**src/rtl/core/vsm_pkg.sv**
```systemverilog
// vsm_pkg: shared types, codes and constants for the vswr meter and trip block
// used by every module under rtl/core; no dependencies of its own

package vsm_pkg;

   // port widths
   localparam int REQ_DATA_W  = 32;
   localparam int REQ_USER_W  = 3;
   localparam int RSP_DATA_W  = 88;
   localparam int CSR_INDEX_W = 3;
   localparam int CSR_DATA_W  = 32;

   // field widths
   localparam int RAW_W   = 16;
   localparam int MAG_W   = 48;
   localparam int ACC_W   = 96;
   localparam int POWER_W = 32;
   localparam int VSWR_W  = 16;
   localparam int TICK_W  = 16;
   localparam int HALF_W  = 24;

   // divider: dividend is the 16-bit sum shifted up by 8
   localparam int DIV_STEPS = 24;
   localparam int DIV_CNT_W = 5;

   // work queue between front and back
   localparam int QUEUE_DEPTH = 2;
   localparam int QUEUE_PTR_W = $clog2(QUEUE_DEPTH);
   localparam int QUEUE_CNT_W = $clog2(QUEUE_DEPTH + 1);

   // request mode codes
   localparam logic [REQ_USER_W-1:0] MODE_SAMPLE  = 3'd0;
   localparam logic [REQ_USER_W-1:0] MODE_TICK    = 3'd1;
   localparam logic [REQ_USER_W-1:0] MODE_RELEASE = 3'd2;
   localparam logic [REQ_USER_W-1:0] MODE_DISARM  = 3'd3;
   localparam logic [REQ_USER_W-1:0] MODE_ARM     = 3'd4;

   // register indexes
   localparam logic [CSR_INDEX_W-1:0] CSR_VOLT_SCALE      = 3'd0;
   localparam logic [CSR_INDEX_W-1:0] CSR_FWD_POWER_MAX   = 3'd1;
   localparam logic [CSR_INDEX_W-1:0] CSR_REV_POWER_MAX   = 3'd2;
   localparam logic [CSR_INDEX_W-1:0] CSR_FWD_POWER_MIN   = 3'd3;
   localparam logic [CSR_INDEX_W-1:0] CSR_REV_POWER_FLOOR = 3'd4;
   localparam logic [CSR_INDEX_W-1:0] CSR_VSWR_LIMIT      = 3'd5;
   localparam logic [CSR_INDEX_W-1:0] CSR_COOLDOWN_TICKS  = 3'd6;

   // register reset values
   localparam logic [31:0] RST_VOLT_SCALE      = 32'd105041;
   localparam logic [31:0] RST_FWD_POWER_MAX   = 32'd838860800;
   localparam logic [31:0] RST_REV_POWER_MAX   = 32'd16777216;
   localparam logic [31:0] RST_FWD_POWER_MIN   = 32'd16777;
   localparam logic [31:0] RST_REV_POWER_FLOOR = 32'd1677722;
   localparam logic [15:0] RST_VSWR_LIMIT      = 16'd384;
   localparam logic [15:0] RST_COOLDOWN_TICKS  = 16'd2000;

   // vswr special values, Q8.8
   localparam logic [VSWR_W-1:0] VSWR_ONE  = 16'd256;
   localparam logic [VSWR_W-1:0] VSWR_SAT  = 16'hFFFF;
   localparam logic [VSWR_W-1:0] VSWR_ZERO = 16'd0;

   // classified work kinds
   typedef enum logic [2:0] {
      OP_NOP,
      OP_SAMPLE,
      OP_TICK,
      OP_RELEASE,
      OP_DISARM,
      OP_ARM
   } op_type;

   // one queued word
   typedef struct packed {
      op_type                  op;
      logic signed [RAW_W-1:0] fwd_raw;
      logic signed [RAW_W-1:0] rev_raw;
   } work_type;

   // configuration registers
   typedef struct packed {
      logic [31:0]       volt_scale;
      logic [POWER_W-1:0] fwd_power_max;
      logic [POWER_W-1:0] rev_power_max;
      logic [POWER_W-1:0] fwd_power_min;
      logic [POWER_W-1:0] rev_power_floor;
      logic [VSWR_W-1:0]  vswr_limit;
      logic [TICK_W-1:0]  cooldown_ticks;
   } cfg_type;

endpackage

```
**src/rtl/core/vsm_front.sv**
```systemverilog
// vsm_front: request intake, mode decode and a short work queue
// feeds classified words to vsm_back; uses vsm_pkg

module vsm_front (
   input  logic                            clock,
   input  logic                            reset,
   input  logic                            req_tvalid,
   output logic                            req_tready,
   input  logic [vsm_pkg::REQ_DATA_W-1:0]  req_tdata,   // fwd_raw, rev_raw
   input  logic [vsm_pkg::REQ_USER_W-1:0]  req_tuser,   // mode
   output logic                            work_valid,
   input  logic                            work_pop,
   output vsm_pkg::work_type               work
);
   import vsm_pkg::*;

   work_type               q_mem [QUEUE_DEPTH];
   logic [QUEUE_PTR_W-1:0] wr_ptr_ff, wr_ptr_in;
   logic [QUEUE_PTR_W-1:0] rd_ptr_ff, rd_ptr_in;
   logic [QUEUE_CNT_W-1:0] count_ff, count_in;

   work_type entry;
   logic     push;
   logic     pop;

   // classify the mode
   always_comb begin
      unique case (req_tuser)
         MODE_SAMPLE:  entry.op = OP_SAMPLE;
         MODE_TICK:    entry.op = OP_TICK;
         MODE_RELEASE: entry.op = OP_RELEASE;
         MODE_DISARM:  entry.op = OP_DISARM;
         MODE_ARM:     entry.op = OP_ARM;
         default:      entry.op = OP_NOP;
      endcase
      entry.fwd_raw = req_tdata[RAW_W-1:0];
      entry.rev_raw = req_tdata[2*RAW_W-1:RAW_W];
   end

   assign req_tready = count_ff != QUEUE_CNT_W'(QUEUE_DEPTH);
   assign push       = req_tvalid && req_tready;
   assign work_valid = count_ff != '0;
   assign pop        = work_pop && work_valid;
   assign work       = q_mem[rd_ptr_ff];

   // queue pointers
   always_comb begin
      wr_ptr_in = wr_ptr_ff;
      rd_ptr_in = rd_ptr_ff;
      count_in  = count_ff;
      if (push) begin
         wr_ptr_in = (wr_ptr_ff == QUEUE_PTR_W'(QUEUE_DEPTH - 1)) ? '0 : wr_ptr_ff + 1'b1;
      end
      if (pop) begin
         rd_ptr_in = (rd_ptr_ff == QUEUE_PTR_W'(QUEUE_DEPTH - 1)) ? '0 : rd_ptr_ff + 1'b1;
      end
      if (push && !pop) begin
         count_in = count_ff + 1'b1;
      end else if (pop && !push) begin
         count_in = count_ff - 1'b1;
      end
   end

   always_ff @(posedge clock) begin
      if (reset) begin
         wr_ptr_ff <= '0;
         rd_ptr_ff <= '0;
         count_ff  <= '0;
      end else begin
         wr_ptr_ff <= wr_ptr_in;
         rd_ptr_ff <= rd_ptr_in;
         count_ff  <= count_in;
      end
   end

   // queue storage
   always_ff @(posedge clock) begin
      if (push) begin
         q_mem[wr_ptr_ff] <= entry;
      end
   end

endmodule

```
**config.mk**
```make
export PLATFORM = sky130hd
export DESIGN_NAME = vsm_front
export DESIGN_NICKNAME = d
export VERILOG_FILES = /design/src/rtl/core/vsm_pkg.sv /design/src/rtl/core/vsm_front.sv
export SDC_FILE = /design/constraint.sdc
export NUM_CORES = 1
export LEC_CHECK = 0
export ABC_AREA = 1
export BUFFER_PORTS_ARGS = -buffer_cell sky130_fd_sc_hd__buf_4
export CAP_MARGIN = 20
export CORE_UTILIZATION = 52
export CTS_CLUSTER_DIAMETER = 30
export DETAILED_ROUTE_END_ITERATION = 16
export PLACE_DENSITY = 0.87
export SLEW_MARGIN = 10
export SYNTH_ARGS = -nofsm -noshare
export SYNTH_HDL_FRONTEND = slang
export SYNTH_SLANG_ARGS = --single-unit
```
**constraint.sdc**
```tcl
create_clock -name clock -period 2.65 [get_ports clock]
set_input_delay 0.3975 -clock clock [delete_from_list [all_inputs] [get_ports clock]]
set_output_delay 0.3975 -clock clock [all_outputs]
set_load 0.02 [all_outputs]
```
==> results of run 1 <==
registers in the layout, summed over array words and instances (netlist names), named ones only:
name,cells
q_mem,70
count_ff,2
rd_ptr_ff,1
wr_ptr_ff,1
power groups by stage:
stage               Clock, mW  Combinational (mW)  Sequential [mW]
floorplan                   0               0.784             1.57
global placement            0                1.12             1.58
detailed placement          0                1.14             1.59
CTS                      1.04                1.14             1.57
global route             1.09                1.20             1.58
finish                   1.02                1.12             1.56
Yosys cell counts, types with 2 or more instances:
cell,count
edfxtp_1,70
dfxtp_1,5
buf_12,3
mux2_4,30
o21ai_0,3
nand3_1,2
nand2_1,11
inv_1,8
mux2_2,5
nor2_1,8
a21oi_1,3
kinds of logic after synthesis:
group	count (synthesis)	synth area share, %
DFF	75	74.70
and+or+nand+nor	23	3.226
adders and majority gates	1	0.4244
muxes	35	17.19
AOI/OAI and AO/OA	6	1.018
buffers and inverters	12	3.438
layout by cell type, fill, tap and decap left out:
cell type | synthesis | routed
dfxtp_1 | 5 | 4
buf_4 | 0 | 75
edfxtp_1 | 70 | 70
nand3_1 | 2 | 2
clkbuf_8 | 0 | 9
mux2_2 | 5 | 5
o21ai_0 | 3 | 3
a21oi_1 | 3 | 3
bufinv_16 | 0 | 3
inv_6 | 0 | 1
clkinv_1 | 0 | 1
clkinv_2 | 0 | 1
ha_1 | 1 | 1
mux2_4 | 30 | 30
clkinvlp_4 | 0 | 1
nand2_1 | 11 | 11
nor2_4 | 0 | 2
inv_1 | 8 | 8
nand4_1 | 1 | 1
dfxtp_2 | 0 | 1
buf_12 | 3 | 3
nor2_1 | 8 | 6
nor3b_1 | 1 | 1
worst max path at each step:
stage	from	to	slack [ps]	cells after the start
floorplan	count_ff[0]$_SDFFE_PP0P_	q_mem[0][0]$_DFFE_PP_	40	4
global placement	register	work[28]	1000	3
detailed placement	register	work[28]	1000	3
CTS	register	work[28]	620	3
global route	register	work[27]	570	3
finish	register	work[28]	660	3
area by class of cell:
cell class	count	area [sq um]	area share [%]
flip-flops and latches	75	2203	57.31
clock inverters	7	115.1	2.994
well taps	72	90.09	2.343
inverters	8	30.03	0.7810
repair buffers	78	623.1	16.21
multi-input cells	65	659.4	17.15
clock buffers	9	123.9	3.222
per-stage QoR:
| step | setup WS [ps] | instances | hold WS, ps |
|---|---|---|---|
| final | 655.3 | 314 | 248.2 |
| after CTS | 620.9 | 314 | 227.5 |
| after global routing | 572.7 | 314 | 219.4 |
| after floorplan | 43.86 | 152 | 464.5 |
| after detailed placement | 997.0 | 298 | 526.6 |
| after global placement | 1001 | 298 | 480.8 |
routing by layer:
layer  vias up  global-route usage, %
met5         -                      0
li1        736                      -
met3         8                  4.881
met1       739                  18.39
met4         0                  9.623
met2        58                  28.32
==> results.py, run 1 <==
metrics = {
    "status": {
        "status": "complete, no violations",
    },
    "finish": {
        "fill_cells": 372,
        "stdcell_area_sq_um": 3845,
        "drive_gt1_share_pct": 54.13,
        "antenna_cells": 0,
        "fin_nets": 277,
        "syn_to_final_growth_pct": 30.43,
        "final_util_pct": 70.26,
    },
    "routing": {
        "drtAntennaViolNets": 0,
        "wl_met3_um": 246,
        "drcViolationCount": 0,
        "vias": 1541,
        "dr.first_iter.drc_count": 63,
        "viasPerCell": 4.908,
        "m1WireLength_mm": 1.785,
        "wl_per_cell_um": 14.31,
        "routed_wl_mm": 4.493,
        "drtPass1Iterations": 4,
        "routed.top_layer": "met4",
        "wl_met2_mm": 2.379,
    },
    "placed_design": {
        "dp_hpwl_mm": 3.113,
        "place_area_sq_um": 3606,
        "globalplace.congestion": 0.7395,
        "io_buffers": 75,
    },
    "worst_setup_path": {
        "worst-path-buf-inv": 2,
        "timing.rr.end": "q_mem[1][32]$_DFFE_PP_",
        "rrSetupSlack_ps": 1020,
        "start_kind": "register",
        "critPathRequiredTime_ps": 2250,
        "cp_max_fo": 28,
        "worstSetupPathType": "reg -> out",
        "critPathArrivalTime_ps": 1600,
        "worst_path_largest_cell_delay_ps": 480,
        "path_cells": "buf_12, mux2_2, buf_4",
        "crit_family": "flip-flops",
        "slowest_stage": "dfxtp_2",
        "rr_worst_depth": 5,
        "crit_path_end_kind": "primary output",
        "timing.rr.start": "count_ff[0]$_SDFFE_PP0P_",
    },
    "floorplan": {
        "num_rows": 27,
        "pin_count": 76,
        "start_util_pct": 53.86,
        "die_x_um": 77.29,
        "core_sq_um": 5473,
        "die_area_sq_um": 5974,
        "fp.dieH_um": 77.29,
    },
    "synthesis": {
        "ys_types": 15,
        "synthCells": 152,
        "yosys_warnings": 0,
        "ys_seq_elements": 75,
        "synth_area_leaders": "edfxtp_1, mux2_4, dfxtp_1, buf_12, mux2_2",
        "syn_area_per_cell_sq_um": 19.39,
        "synthesis.area_sq_um": 2948,
        "synth_top_area_share_pct": 71.31,
        "ys.flop_type": "edfxtp_1",
        "async_flop_share_pct": 0,
        "ys_seq_area_share_pct": 74.70,
        "synth_fp_nets": 192,
        "synth_edf_count": 70,
        "yosysTopAreaCell": "edfxtp_1",
    },
    "power_and_ir_drop": {
        "peakVddDrop_mv": 0.6314,
        "p_sw_share_pct": 27.78,
        "p_sw_mw": 1.030,
        "p_clk_share_pct": 27.5,
        "comb_power_share_pct": 30.3,
        "cellPowerDensity_nw_per_um2": 963.9,
        "power_frac_seq_pct": 42.2,
        "p_leak_nw": 1.536,
        "p_int_mw": 2.676,
        "total_power_mw": 3.706,
    },
    "clock_network": {
        "max-clock-path-buffers": 2,
        "clkSinkCount": 75,
        "cts_buffers": 9,
        "clk_pin_slew_worst_paths_ps": 80,
        "hold_buffers": 0,
        "postCtsSetupRepairBufs": 0,
        "cts_max_level": 3,
        "cts_tree": "done",
        "ctsResizeCount": 0,
        "clock_latency_ps": 330,
        "clockRootBuffer": "clkbuf_8",
    },
    "timing": {
        "max_clock_freq_mhz": 501.3,
        "worstMarginPinSlew_ps": 466.6,
        "slew_headroom_pct": 68.82,
        "period_share_pct": 75.27,
        "fin_skew_ps": 6.246,
        "finalMaxSlewViolations": 0,
        "rsz0062_at_grt": "false",
        "finalCriticalPeriod_ps": 1995,
        "hold_viol_final": 0,
        "setup_viol_count_final": 0,
        "setup-tns-final_ps": 0,
    },
    "global_route": {
        "grt_max_degree": 29,
        "antenna_found_initial": 0,
        "grt_overflow": 0,
        "track_usage_pct": 16.62,
        "grt_pass1_wl_mm": 7.203,
        "grt_pass1_vias": 1543,
    },
    "worst_hold_path": {
        "hp-start": "req_tdata[12]",
        "min_path_cells": 1,
        "whs_endpoint": "q_mem[1][28]$_DFFE_PP_",
        "hold_path.class": "in -> reg",
    },
    "run": {
        "cap_violations": 0,
    },
}
Note: power is estimated with default switching activity, not from simulation.
==> run 2: changes to the inputs <==
Settings changed: CORE_UTILIZATION 52 to 47, PLACE_DENSITY 0.87 to 0.83.
Clock period 2.65 ns to 1.7 ns, I/O delays scaled along.
==> results.py, run 2 (same netlist as run 1, synthesis figures left out) <==
metrics = {
    "status": {
        "status": "complete, no violations",
    },
    "worst_hold_path": {
        "hp-start": "req_tdata[7]",
        "hold_path.class": "in -> reg",
        "min_path_cells": 1,
        "whs_endpoint": "q_mem[0][23]$_DFFE_PP_",
    },
    "finish": {
        "reg.largest.list": "q_mem: 70 flops, count_ff: 2 flops",
        "largest_register_ffs": 70,
        "ff_latch_area_sq_um": 2206,
        "syn_to_final_growth_pct": 33.32,
        "antenna_cells": 0,
        "multi_input_area_sq_um": 669.4,
        "final_common_cell": "edfxtp_1",
        "most-common-layout-cells": "edfxtp_1, buf_4, mux2_4",
        "fill_cells": 398,
        "top_register": "q_mem",
        "fin_nets": 281,
        "drive_gt1_share_pct": 54.47,
    },
    "clock_network": {
        "postCtsSetupRepairBufs": 0,
        "cts_tree": "done",
        "clockRootBuffer": "clkbuf_8",
        "clkSinkCount": 75,
        "hold_buffers": 0,
        "cts_max_level": 3,
        "cts_buffers": 9,
        "clk_pin_slew_worst_paths_ps": 80,
        "max-clock-path-buffers": 2,
        "clock_latency_ps": 340,
    },
    "power_and_ir_drop": {
        "peakVddDrop_mv": 0.7966,
        "p_leak_nw": 1.574,
        "total_power_mw": 5.723,
        "cellPowerDensity_nw_per_um2": 1456,
    },
    "global_route": {
        "grt_pass1_vias": 1660,
        "track_usage_pct": 17.16,
        "grt_pass1_wl_mm": 7.886,
        "grt_overflow": 0,
        "grt_max_degree": 23,
        "antenna_found_initial": 0,
    },
    "routing": {
        "drcViolationCount": 0,
        "routed_wl_mm": 5.226,
        "drtPass1Iterations": 4,
        "vias": 1576,
        "wl_per_cell_um": 16.28,
        "drtAntennaViolNets": 0,
        "viasPerCell": 4.910,
        "dr.first_iter.drc_count": 67,
    },
    "worst_setup_path": {
        "critPathRequiredTime_ps": 1440,
        "critPathArrivalTime_ps": 1420,
        "worst-path-buf-inv": 2,
        "worst_path_largest_cell_delay_ps": 430,
        "start_kind": "register",
        "crit_family": "flip-flops",
        "rrSetupSlack_ps": 210,
        "crit_path_end_kind": "primary output",
        "cp_max_fo": 17,
        "rr_worst_depth": 10,
        "timing.rr.end": "count_ff[1]$_SDFFE_PP0P_",
        "timing.rr.start": "count_ff[0]$_SDFFE_PP0P_",
        "path_cells": "buf_16, mux2_4, buf_6",
        "slowest_stage": "dfxtp_4",
        "worstSetupPathType": "reg -> out",
    },
    "floorplan": {
        "num_rows": 28,
        "core_sq_um": 5991,
        "die_x_um": 81.20,
        "pin_count": 76,
        "die_area_sq_um": 6593,
        "fp.dieH_um": 81.20,
        "start_util_pct": 49.21,
    },
    "timing": {
        "finalWorstSetupSlack_ps": 23.15,
        "worstMarginPinSlew_ps": 316.4,
        "max_clock_freq_mhz": 596.4,
        "finalMaxSlewViolations": 0,
        "finalCriticalPeriod_ps": 1677,
        "fin_skew_ps": 8.094,
        "slew_headroom_pct": 78.91,
        "period_share_pct": 98.64,
        "setup_viol_count_final": 0,
        "rsz0062_at_grt": "true",
        "setup-tns-final_ps": 0,
        "hold_viol_final": 0,
    },
    "run": {
        "cap_violations": 0,
    },
    "placed_design": {
        "globalplace.congestion": 0.7205,
        "io_buffers": 75,
        "dp_slack_ps": 150.8,
        "dp_hpwl_mm": 3.306,
    },
}
==> run 2: cell types whose count changed in the layout (fill, tap and decap cells not counted), sizes merged <==
cell / change
buf: +4
clkinv: +3
bufinv: -2
clkbuf: +1
clkinvlp: -1
inv: -1
==> run 2: per-stage QoR <==
step	hold slack (ps)	cell area (sq um)	utilization [%]	std cells
3_5_place_dp	443.0	3600	60.09	303
4_1_cts	80.59	3913	65.31	321
6_report	93.46	3930	65.60	321
3_3_place_gp	440.4	3600	60.09	303
2_1_floorplan	353.9	2953	-	152
5_1_grt	78.19	3930	65.60	321
==> run 2: power by group <==
part | internal (mW) | total, mW | switching (mW)
clock network | 0.666 | 1.29 | 0.622
logic | 1.02 | 1.99 | 0.974
registers | 2.34 | 2.44 | 0.104
==> run 2: repair_timing <==
action	CTS	global route
gates cloned	2	0
pin swaps	0	0
setup endpoints to repair	34	22
resized for setup	22	5
==> run 2: worst max path at each step <==
stage,startpoint,end,slack [ps],depth (start not counted)
after global routing,register,work[19],-20,3
after detailed placement,count_ff[0]$_SDFFE_PP0P_,count_ff[1]$_SDFFE_PP0P_,150,10
after floorplan,count_ff[0]$_SDFFE_PP0P_,q_mem[0][0]$_DFFE_PP_,-350,4
after global placement,count_ff[0]$_SDFFE_PP0P_,count_ff[1]$_SDFFE_PP0P_,280,10
final,register,work[19],20,3
after CTS,register,work[6],1,3
==> run 2: layer usage <==
metal / GRT usage (%) / part of all wire (%) / vias up
li1: - / - / 746
met1: 20.36 / 41 / 763
met2: 28.91 / 51 / 54
met3: 5.393 / 5.4 / 13
met4: 6.964 / 2.3 / 0
met5: 0 / 0 / -
==> run 2: area by class of cell <==
cell class	count	area share (%)
Timing Repair Buffer	82	19.01
Clock inverter	6	1.433
Multi-Input combinational cell	65	17.03
Sequential cell	75	56.13
Inverter	8	0.7641
Tap cell	75	2.388
Clock buffer	10	3.247
